File: config.mk
export PLATFORM = sky130hd
export DESIGN_NAME = banked_boolean_stack_top
export DESIGN_NICKNAME = d
export VERILOG_FILES = /design/src/sv/bbs_pkg.sv /design/src/sv/bbs_datapath.sv /design/src/sv/bbs_ctrl.sv /design/src/sv/banked_boolean_stack_top.sv
export VERILOG_INCLUDE_DIRS = /design/src /design/src/sv
export SDC_FILE = /design/constraint.sdc
export NUM_CORES = 2
export LEC_CHECK = 0
export ABC_AREA = 1
export BUFFER_PORTS_ARGS = -buffer_cell sky130_fd_sc_hd__buf_2
export CAP_MARGIN = 10
export CORE_ASPECT_RATIO = 1.1
export CORE_MARGIN = 10
export CORE_UTILIZATION = 50
export DETAILED_ROUTE_END_ITERATION = 12
export HOLD_SLACK_MARGIN = 0.15
export PLACE_DENSITY = 0.65
export SYNTH_ARGS = -nofsm -noshare
export SYNTH_HDL_FRONTEND = slang
export SYNTH_SLANG_ARGS = --single-unit
export TNS_END_PERCENT = 30
File: constraint.sdc
create_clock -name clk -period 6.35 [get_ports clk]
set_input_delay 0.3175 -clock clk [delete_from_list [all_inputs] [get_ports clk]]
set_output_delay 0.3175 -clock clk [all_outputs]
set_load 0.03 [all_outputs]
File: src/sv/banked_boolean_stack_top_assert.svh
// ----------------------------------------------------------------------------
// Banked boolean stack assertion macros
// Shared concurrent assertion forms, clocked on clk and disabled in reset.
// ----------------------------------------------------------------------------
`ifndef BANKED_BOOLEAN_STACK_TOP_ASSERT_SVH
`define BANKED_BOOLEAN_STACK_TOP_ASSERT_SVH

// The condition holds at every clock edge out of reset.
`define BBS_ASSERT_ALWAYS(label, cond, msg) \
    label: assert property (@(posedge clk) disable iff (!rst_n) (cond)) else $error(msg);

// When the antecedent holds, the consequent holds at the same edge.
`define BBS_ASSERT_SAME(label, ante, cons, msg) \
    label: assert property (@(posedge clk) disable iff (!rst_n) (ante) |-> (cons)) \
        else $error(msg);

// When the antecedent holds, the consequent holds at the next edge.
`define BBS_ASSERT_NEXT(label, ante, cons, msg) \
    label: assert property (@(posedge clk) disable iff (!rst_n) (ante) |=> (cons)) \
        else $error(msg);

`endif

File: src/sv/bbs_pkg.sv
// ----------------------------------------------------------------------------
// bbs_pkg
// Operation and status codes, widths and control types of the banked stack.
// ----------------------------------------------------------------------------
`default_nettype none

package bbs_pkg;

    localparam int OP_W        = 4;
    localparam int STATUS_W    = 3;
    localparam int DEPTH_W     = 6;
    localparam int BANK_OUT_W  = 3;
    localparam int S_TDATA_W   = 8;
    localparam int M_TDATA_W   = 16;

    localparam int STACK_DEPTH_DEF = 64;
    localparam int EXTRA_BANKS_DEF = 7;

    localparam logic [OP_W-1:0] OP_CLEAR = 4'd0;
    localparam logic [OP_W-1:0] OP_PUSH  = 4'd1;
    localparam logic [OP_W-1:0] OP_DUP   = 4'd2;
    localparam logic [OP_W-1:0] OP_SWAP  = 4'd3;
    localparam logic [OP_W-1:0] OP_AND   = 4'd4;
    localparam logic [OP_W-1:0] OP_OR    = 4'd5;
    localparam logic [OP_W-1:0] OP_XOR   = 4'd6;
    localparam logic [OP_W-1:0] OP_OVER  = 4'd7;
    localparam logic [OP_W-1:0] OP_POP   = 4'd8;
    localparam logic [OP_W-1:0] OP_NOT   = 4'd9;
    localparam logic [OP_W-1:0] OP_NEXT  = 4'd10;
    localparam logic [OP_W-1:0] OP_PREV  = 4'd11;

    localparam logic [STATUS_W-1:0] ST_OK      = 3'd0;
    localparam logic [STATUS_W-1:0] ST_EMPTY   = 3'd1;
    localparam logic [STATUS_W-1:0] ST_FEW     = 3'd2;
    localparam logic [STATUS_W-1:0] ST_OVER    = 3'd3;
    localparam logic [STATUS_W-1:0] ST_NO_NEXT = 3'd4;
    localparam logic [STATUS_W-1:0] ST_NO_PREV = 3'd5;

    typedef struct packed {
        logic load;
        logic exec;
        logic fin;
    } cmd_t;

    typedef struct packed {
        logic switch_go;
    } stat_t;

endpackage

`default_nettype wire

File: src/sv/bbs_datapath.sv
// ----------------------------------------------------------------------------
// bbs_datapath
// Bank memory, bank counts, current bank and the operation logic of one step.
// ----------------------------------------------------------------------------
`default_nettype none
`include "banked_boolean_stack_top_assert.svh"

module bbs_datapath #(
    parameter int STACK_DEPTH = 64,
    parameter int EXTRA_BANKS = 7
) (
    input  wire                             clk,
    input  wire                             rst_n,
    input  wire bbs_pkg::cmd_t              cmd,
    output bbs_pkg::stat_t                  stat,
    input  wire [bbs_pkg::OP_W-1:0]         op,
    input  wire                             push_value,
    output logic [bbs_pkg::STATUS_W-1:0]    status,
    output logic                            bit_out,
    output logic [bbs_pkg::DEPTH_W-1:0]     depth,
    output logic [bbs_pkg::BANK_OUT_W-1:0]  bank
);
    import bbs_pkg::*;

    localparam int NBANKS = EXTRA_BANKS + 1;
    localparam int CNT_W  = $clog2(STACK_DEPTH);
    localparam int BANK_W = $clog2(NBANKS);

    logic [STACK_DEPTH-1:0] mem [NBANKS];
    logic [CNT_W-1:0]       counts_reg [NBANKS];
    logic [BANK_W-1:0]      bank_reg;
    logic [OP_W-1:0]        op_reg;
    logic                   pv_reg;
    logic [STACK_DEPTH-1:0] word_reg;
    logic [CNT_W-1:0]       cnt_reg;
    logic [STATUS_W-1:0]    status_reg;
    logic                   bit_reg;
    logic [DEPTH_W-1:0]     depth_reg;
    logic [BANK_OUT_W-1:0]  bank_out_reg;

    logic [CNT_W-1:0]       idx_m1;
    logic [CNT_W-1:0]       idx_m2;
    logic                   a_bit;
    logic                   b_bit;
    logic                   can_grow;
    logic                   has_one;
    logic                   has_two;
    logic                   logic_res;
    logic [STACK_DEPTH-1:0] res_word;
    logic [CNT_W-1:0]       res_cnt;
    logic [STATUS_W-1:0]    res_status;
    logic                   res_bit;
    logic                   res_write;
    logic                   sw_ok;
    logic [BANK_W-1:0]      res_bank;
    logic [BANK_W+BANK_OUT_W-1:0] bank_wide;

    assign idx_m1   = cnt_reg - CNT_W'(1);
    assign idx_m2   = cnt_reg - CNT_W'(2);
    assign has_one  = (cnt_reg != '0);
    assign has_two  = (cnt_reg >= CNT_W'(2)) && (CNT_W > 1);
    assign a_bit    = has_one ? word_reg[idx_m1] : 1'b0;
    assign b_bit    = has_two ? word_reg[idx_m2] : 1'b0;
    assign can_grow = (({1'b0, cnt_reg} + (CNT_W+1)'(1)) < (CNT_W+1)'(STACK_DEPTH));

    always_comb
    begin
        res_word   = word_reg;
        res_cnt    = cnt_reg;
        res_status = ST_OK;
        res_bit    = a_bit;
        sw_ok      = 1'b0;
        res_bank   = bank_reg;
        logic_res  = 1'b0;
        case (op_reg)
            OP_CLEAR:
            begin
                res_cnt = '0;
                res_bit = 1'b0;
            end
            OP_PUSH:
            begin
                if (!can_grow)
                begin
                    res_status = ST_OVER;
                end
                else
                begin
                    res_word[cnt_reg] = pv_reg;
                    res_cnt           = cnt_reg + CNT_W'(1);
                    res_bit           = pv_reg;
                end
            end
            OP_DUP:
            begin
                if (!has_one)
                begin
                    res_status = ST_EMPTY;
                end
                else if (!can_grow)
                begin
                    res_status = ST_OVER;
                end
                else
                begin
                    res_word[cnt_reg] = a_bit;
                    res_cnt           = cnt_reg + CNT_W'(1);
                end
            end
            OP_SWAP:
            begin
                if (!has_two)
                begin
                    res_status = ST_FEW;
                end
                else
                begin
                    res_word[idx_m1] = b_bit;
                    res_word[idx_m2] = a_bit;
                    res_bit          = b_bit;
                end
            end
            OP_AND, OP_OR, OP_XOR:
            begin
                if (op_reg == OP_AND)
                begin
                    logic_res = a_bit & b_bit;
                end
                else if (op_reg == OP_OR)
                begin
                    logic_res = a_bit | b_bit;
                end
                else
                begin
                    logic_res = a_bit ^ b_bit;
                end
                if (!has_two)
                begin
                    res_status = ST_FEW;
                end
                else
                begin
                    res_word[idx_m2] = logic_res;
                    res_cnt          = idx_m1;
                    res_bit          = logic_res;
                end
            end
            OP_OVER:
            begin
                if (!has_two)
                begin
                    res_status = ST_FEW;
                end
                else if (!can_grow)
                begin
                    res_status = ST_OVER;
                end
                else
                begin
                    res_word[cnt_reg] = b_bit;
                    res_cnt           = cnt_reg + CNT_W'(1);
                    res_bit           = b_bit;
                end
            end
            OP_POP:
            begin
                if (!has_one)
                begin
                    res_status = ST_EMPTY;
                end
                else
                begin
                    res_cnt = idx_m1;
                end
            end
            OP_NOT:
            begin
                if (!has_one)
                begin
                    res_status = ST_EMPTY;
                end
                else
                begin
                    res_word[idx_m1] = ~a_bit;
                    res_bit          = ~a_bit;
                end
            end
            OP_NEXT:
            begin
                if (bank_reg >= BANK_W'(EXTRA_BANKS))
                begin
                    res_status = ST_NO_NEXT;
                end
                else
                begin
                    sw_ok    = 1'b1;
                    res_bank = bank_reg + BANK_W'(1);
                end
            end
            OP_PREV:
            begin
                if (bank_reg == '0)
                begin
                    res_status = ST_NO_PREV;
                end
                else
                begin
                    sw_ok    = 1'b1;
                    res_bank = bank_reg - BANK_W'(1);
                end
            end
            default:
            begin
                res_status = ST_OK;
            end
        endcase
    end

    assign res_write      = (res_status == ST_OK) && (op_reg <= OP_NOT);
    assign stat.switch_go = sw_ok;
    assign bank_wide      = (BANK_W+BANK_OUT_W)'(bank_reg);

    always_ff @(posedge clk)
    begin
        if (cmd.exec && res_write)
        begin
            mem[bank_reg] <= res_word;
        end
        if (cmd.load)
        begin
            op_reg   <= op;
            pv_reg   <= push_value;
            word_reg <= mem[bank_reg];
        end
        else if (cmd.exec && sw_ok)
        begin
            word_reg <= mem[res_bank];
        end
    end

    always_ff @(posedge clk or negedge rst_n)
    begin
        if (!rst_n)
        begin
            for (int i = 0; i < NBANKS; i++)
            begin
                counts_reg[i] <= '0;
            end
            bank_reg <= '0;
        end
        else
        begin
            if (cmd.exec && res_write)
            begin
                counts_reg[bank_reg] <= res_cnt;
            end
            if (cmd.exec && sw_ok)
            begin
                bank_reg <= res_bank;
            end
        end
    end

    always_ff @(posedge clk)
    begin
        if (cmd.load)
        begin
            cnt_reg <= counts_reg[bank_reg];
        end
        else if (cmd.exec && sw_ok)
        begin
            cnt_reg <= counts_reg[res_bank];
        end
        if (cmd.exec && !sw_ok)
        begin
            status_reg   <= res_status;
            bit_reg      <= (op_reg == OP_POP) ? a_bit : (res_write ? res_bit : a_bit);
            depth_reg    <= DEPTH_W'(res_write ? res_cnt : cnt_reg);
            bank_out_reg <= bank_wide[BANK_OUT_W-1:0];
        end
        else if (cmd.fin)
        begin
            status_reg   <= ST_OK;
            bit_reg      <= a_bit;
            depth_reg    <= DEPTH_W'(cnt_reg);
            bank_out_reg <= bank_wide[BANK_OUT_W-1:0];
        end
    end

    assign status  = status_reg;
    assign bit_out = bit_reg;
    assign depth   = depth_reg;
    assign bank    = bank_out_reg;

    `BBS_ASSERT_ALWAYS(a_bank_range, bank_reg <= BANK_W'(EXTRA_BANKS), "bank index out of range")
    `BBS_ASSERT_SAME(a_switch_no_write, cmd.exec && sw_ok, !res_write, "bank switch writes a bank")

endmodule

`default_nettype wire

File: src/sv/bbs_ctrl.sv
// ----------------------------------------------------------------------------
// bbs_ctrl
// Sequencer for the stack: accept, execute, optional bank reload, result word.
// ----------------------------------------------------------------------------
`default_nettype none
`include "banked_boolean_stack_top_assert.svh"

module bbs_ctrl (
    input  wire             clk,
    input  wire             rst_n,
    input  wire             s_tvalid,
    output logic            s_tready,
    output logic            m_tvalid,
    input  wire             m_tready,
    output bbs_pkg::cmd_t   cmd,
    input  wire bbs_pkg::stat_t stat
);
    import bbs_pkg::*;

    localparam logic [1:0] S_IDLE = 2'd0;
    localparam logic [1:0] S_EXEC = 2'd1;
    localparam logic [1:0] S_FIN  = 2'd2;

    logic [1:0] state_reg;
    logic [1:0] state_next;
    logic       out_valid_reg;
    logic       out_valid_next;
    logic       out_free;
    logic       out_set;

    assign s_tready = (state_reg == S_IDLE);
    assign out_free = !out_valid_reg || m_tready;
    assign cmd.load = s_tvalid && s_tready;
    assign cmd.exec = (state_reg == S_EXEC) && out_free;
    assign cmd.fin  = (state_reg == S_FIN) && out_free;
    assign out_set  = (cmd.exec && !stat.switch_go) || cmd.fin;

    always_comb
    begin
        state_next = state_reg;
        case (state_reg)
            S_IDLE:
            begin
                if (cmd.load)
                begin
                    state_next = S_EXEC;
                end
            end
            S_EXEC:
            begin
                if (cmd.exec)
                begin
                    state_next = stat.switch_go ? S_FIN : S_IDLE;
                end
            end
            S_FIN:
            begin
                if (cmd.fin)
                begin
                    state_next = S_IDLE;
                end
            end
            default:
            begin
                state_next = S_IDLE;
            end
        endcase
    end

    always_comb
    begin
        out_valid_next = out_valid_reg;
        if (out_set)
        begin
            out_valid_next = 1'b1;
        end
        else if (m_tready)
        begin
            out_valid_next = 1'b0;
        end
    end

    always_ff @(posedge clk or negedge rst_n)
    begin
        if (!rst_n)
        begin
            state_reg     <= S_IDLE;
            out_valid_reg <= 1'b0;
        end
        else
        begin
            state_reg     <= state_next;
            out_valid_reg <= out_valid_next;
        end
    end

    assign m_tvalid = out_valid_reg;

    `BBS_ASSERT_NEXT(a_accept_exec, cmd.load, state_reg == S_EXEC, "accept did not start execution")
    `BBS_ASSERT_SAME(a_no_overwrite, out_set, !out_valid_reg || m_tready, "result word overwritten")
    `BBS_ASSERT_NEXT(a_switch_fin, cmd.exec && stat.switch_go, state_reg == S_FIN,
        "bank switch did not reload")

endmodule

`default_nettype wire

File: src/sv/banked_boolean_stack_top.sv
// Execute registers the result word; after a bank switch the reload step registers it.
// A new word is taken only after the registered bank memory read and the compute-and-write
// step of the last one, and its reload after a successful bank switch; both wait on a full output.
// A new word is taken while the previous result still waits at the output register.
// Reset clears every bank count and selects bank 0; stored bits stay undefined until pushed.
// ----------------------------------------------------------------------------
// banked_boolean_stack_top
// Bit stack with several banks and logic operations, one result word per input word.
// ----------------------------------------------------------------------------
`default_nettype none

module banked_boolean_stack_top #(
    parameter int STACK_DEPTH = bbs_pkg::STACK_DEPTH_DEF,
    parameter int EXTRA_BANKS = bbs_pkg::EXTRA_BANKS_DEF
) (
    input  wire                              clk,
    input  wire                              rst_n,
    input  wire                              s_tvalid,
    output logic                             s_tready,
    // op [3:0], push_value [4], zero [7:5]
    input  wire [bbs_pkg::S_TDATA_W-1:0]     s_tdata,
    output logic                             m_tvalid,
    input  wire                              m_tready,
    // status [2:0], bit_out [3], depth [9:4], bank [12:10], zero [15:13]
    output logic [bbs_pkg::M_TDATA_W-1:0]    m_tdata
);
    import bbs_pkg::*;

    cmd_t                  cmd;
    stat_t                 stat;
    logic [STATUS_W-1:0]   status;
    logic                  bit_out;
    logic [DEPTH_W-1:0]    depth;
    logic [BANK_OUT_W-1:0] bank;

    bbs_ctrl u_ctrl (
        .clk      (clk),
        .rst_n    (rst_n),
        .s_tvalid (s_tvalid),
        .s_tready (s_tready),
        .m_tvalid (m_tvalid),
        .m_tready (m_tready),
        .cmd      (cmd),
        .stat     (stat)
    );

    bbs_datapath #(
        .STACK_DEPTH (STACK_DEPTH),
        .EXTRA_BANKS (EXTRA_BANKS)
    ) u_datapath (
        .clk        (clk),
        .rst_n      (rst_n),
        .cmd        (cmd),
        .stat       (stat),
        .op         (s_tdata[OP_W-1:0]),
        .push_value (s_tdata[OP_W]),
        .status     (status),
        .bit_out    (bit_out),
        .depth      (depth),
        .bank       (bank)
    );

    assign m_tdata = {3'b000, bank, depth, bit_out, status};

endmodule

`default_nettype wire
==> impl_metrics.toml <==
[power_and_ir_drop]
total_power_mw = 21.9
combinationalPowerShare = 0.520
vdd_drop_max_mv = 0.650
power.density_nw_per_um2 = 484
power.leakage_nw = 17.4
seqPwrFrac = 0.285
p_int_mw = 10.9
swShare = 0.504
clkPwrFrac = 0.196
p_sw_mw = 11.0

[routing]
ant_nets = 0
route.detailed.drc = 0
routed_wl_microns = 154000
first_iter_violations = 4974
vias_per_cell = 6.17
num_vias = 40400
dr.pass1.iters = 8
wl_per_cell_microns = 23.5

[sta]
clock.fmax_mhz = 177
tns_ps = 0
relSlewSlack = 0.0934
slew_viol_final = 0
finalSetupViolCount = 0
fin_crit_sh = 0.888
rsz0062_at_grt = "false"
hold_slack_ps = 390
hold_viol_final = 0
worst_slack_ps = 712
period_minus_slack_ps = 5640
worst_pin_slew_ps = 1350
skew_ps = 29.2

[clocking]
clk_path_buf_depth = 3
numClockSinks = 654
cts_tree = "built"
clk_latency_ps = 680
htree_levels = 3
cts-root-buf = "clkbuf_16"
cts_buffers = 73
cts_resized = 0
clkSlewWorstSetupHoldPaths_ps = 60

[floorplanning]
die_area_sq_um = 95400
num_rows = 111
fp.dieH_microns = 323
start_util = 0.503
core_area_sq_um = 83100
die_w_microns = 295
num_io_pins = 30

[synthesis]
ys_seq_elements = 654
yosys.area.top_type = "edfxtp_1"
yosys.area_share.simple = 0.244
ys_top_cells_by_area = "edfxtp_1 43%, nand2_1 12%, o21ai_0 7.7%, nor2_1 5.7%, nand3_1 5.3%"
synth_mux_area_frac = 0
synth_top_area_share = 0.432
synth-xor-area-share = 0.00126
synthCells = 5568
syn_area_sq_um = 41700
ys_seq_area_frac = 0.464
synth_top_family_by_area = "simple AND/OR/NAND/NOR gates"
ys_warn_count = 0
avgSynthCellArea_sq_um = 7.50
synthAdderAreaFrac = 0.00420
synth_cell_type_count = 49
synth_compound_area_frac = 0.197

[global_routing]
grt_pass1_wl_microns = 229000
grt.overflow.total = 0
grt_pass1_vias = 36800
track_usage = 0.316
antenna_found_initial = 0
grt_max_degree = 167

[setup_path]
cp_num_cells = 25
r2r_setup_slack_ps = 710
end_kind = "register"
cpPeakStageDelay_ps = 590
cp_max_fo = 15
crit_family = "buffers and inverters"
cp.arrival_ps = 6000
startpoint_type = "register"
cp_slowest_cell = "inv_1"
crit_required_ps = 6710
worstRegToRegCells = 25
worst-path-buf-inv = 5
critPathKind = "reg -> reg"

[finish]
syn2layout_area_growth_pct = 8.29
finalNetCount = 5441
stdcell_area_sq_um = 45200
layout_common_cells = "1330 x nand2_1, 644 x o21ai_0, 635 x nor2_1"
fin_cells = 6546
postLayoutCoreUtil = 0.544
largest_reg_flops = 512
layout-drive-gt1-share = 0.0563
fillers = 7834
final_common_cell = "nand2_1"
diodes = 0

[outcome]
status = "completed"

[run]
maxCapViolCount = 0

[place]
dp.cells = 6405
place.port_buffers = 23
gp_congestion = 1.06
pre_cts_slack_ps = 967
postPlaceCellArea_sq_um = 42700
hpwl_microns = 93300

[min_path]
holdPathStages = 2
min_path_type = "in -> reg"
## Yosys cell counts, drive strengths merged
library cell	count
dfrtp	54
inv	587
a211o	24
a31oi	1
a31o	1
o2111ai	20
nand3	444
a211oi	37
ha	14
nor3	30
buf	132
nand2	1346
a21oi	349
nand3b	3
o32ai	2
clkbuf	224
o22ai	92
xor2	3
o21ai	741
nor2	651
a32oi	2
nand4	22
a221oi	16
nor4	1
o21a	1
edfxtp	600
o21bai	1
or2	1
conb	1
o221ai	38
o211ai	118
o31ai	10
clkinv	2
## cell type report
cell class                      instances  area [sq um]  share of cell area
Clock inverter                         47           538              0.0119
Tap cell                             1073          1340              0.0297
Sequential cell                       654         19400               0.429
Multi-Input combinational cell       3971         18700               0.415
Timing Repair Buffer                  126          1080              0.0240
Inverter                              589          2240              0.0496
Clock buffer                           86          1890              0.0417
## power groups by stage
stage               logic (mW)  clock network, mW  registers, mW
floorplan                 7.18                  0           6.09
global placement          10.8                  0           6.28
detailed placement        10.9                  0           6.28
CTS                       10.9               4.32           6.20
global route              12.1               4.52           6.26
finish                    11.4               4.28           6.23
## per-layer routing
metal	wire, microns	share of wire	global-route usage	vias to the layer above
met5	0	0	0	-
met4	8730	0.057	0.163	0
met3	17000	0.11	0.0569	554
met2	68200	0.44	0.499	2476
met1	60100	0.39	0.413	18700
li1	-	-	-	18700
## cells by family after synthesis
group                      Yosys count
AOI/OAI and AO/OA                 1453
DFF                                654
and+or+nand+nor                   2498
other                                1
xor gates and xnor gates             3
buffers and inverters              945
adders and majority gates           14
## worst paths after layout
kind / startpoint / end
min in group asynchronous: rst_n / u_ctrl.state_reg[0]
max in group asynchronous: rst_n / u_datapath.counts_reg[25]
worst max register to register: u_datapath.cnt_reg[1] / u_datapath.mem[5][11]
worst min register to register: u_datapath.counts_reg[31] / u_datapath.counts_reg[31]
worst min-delay path: s_tdata[0] / u_datapath.op_reg[0]
worst max-delay path: u_datapath.cnt_reg[1] / u_datapath.mem[5][11]
## what timing repair did
action | in CTS | in global routing
setup buffers | 0 | 0
endpoints found under the hold margin | 62 | 0
hold buffers | 8 | 0
Power figures use the tool's default switching activity.
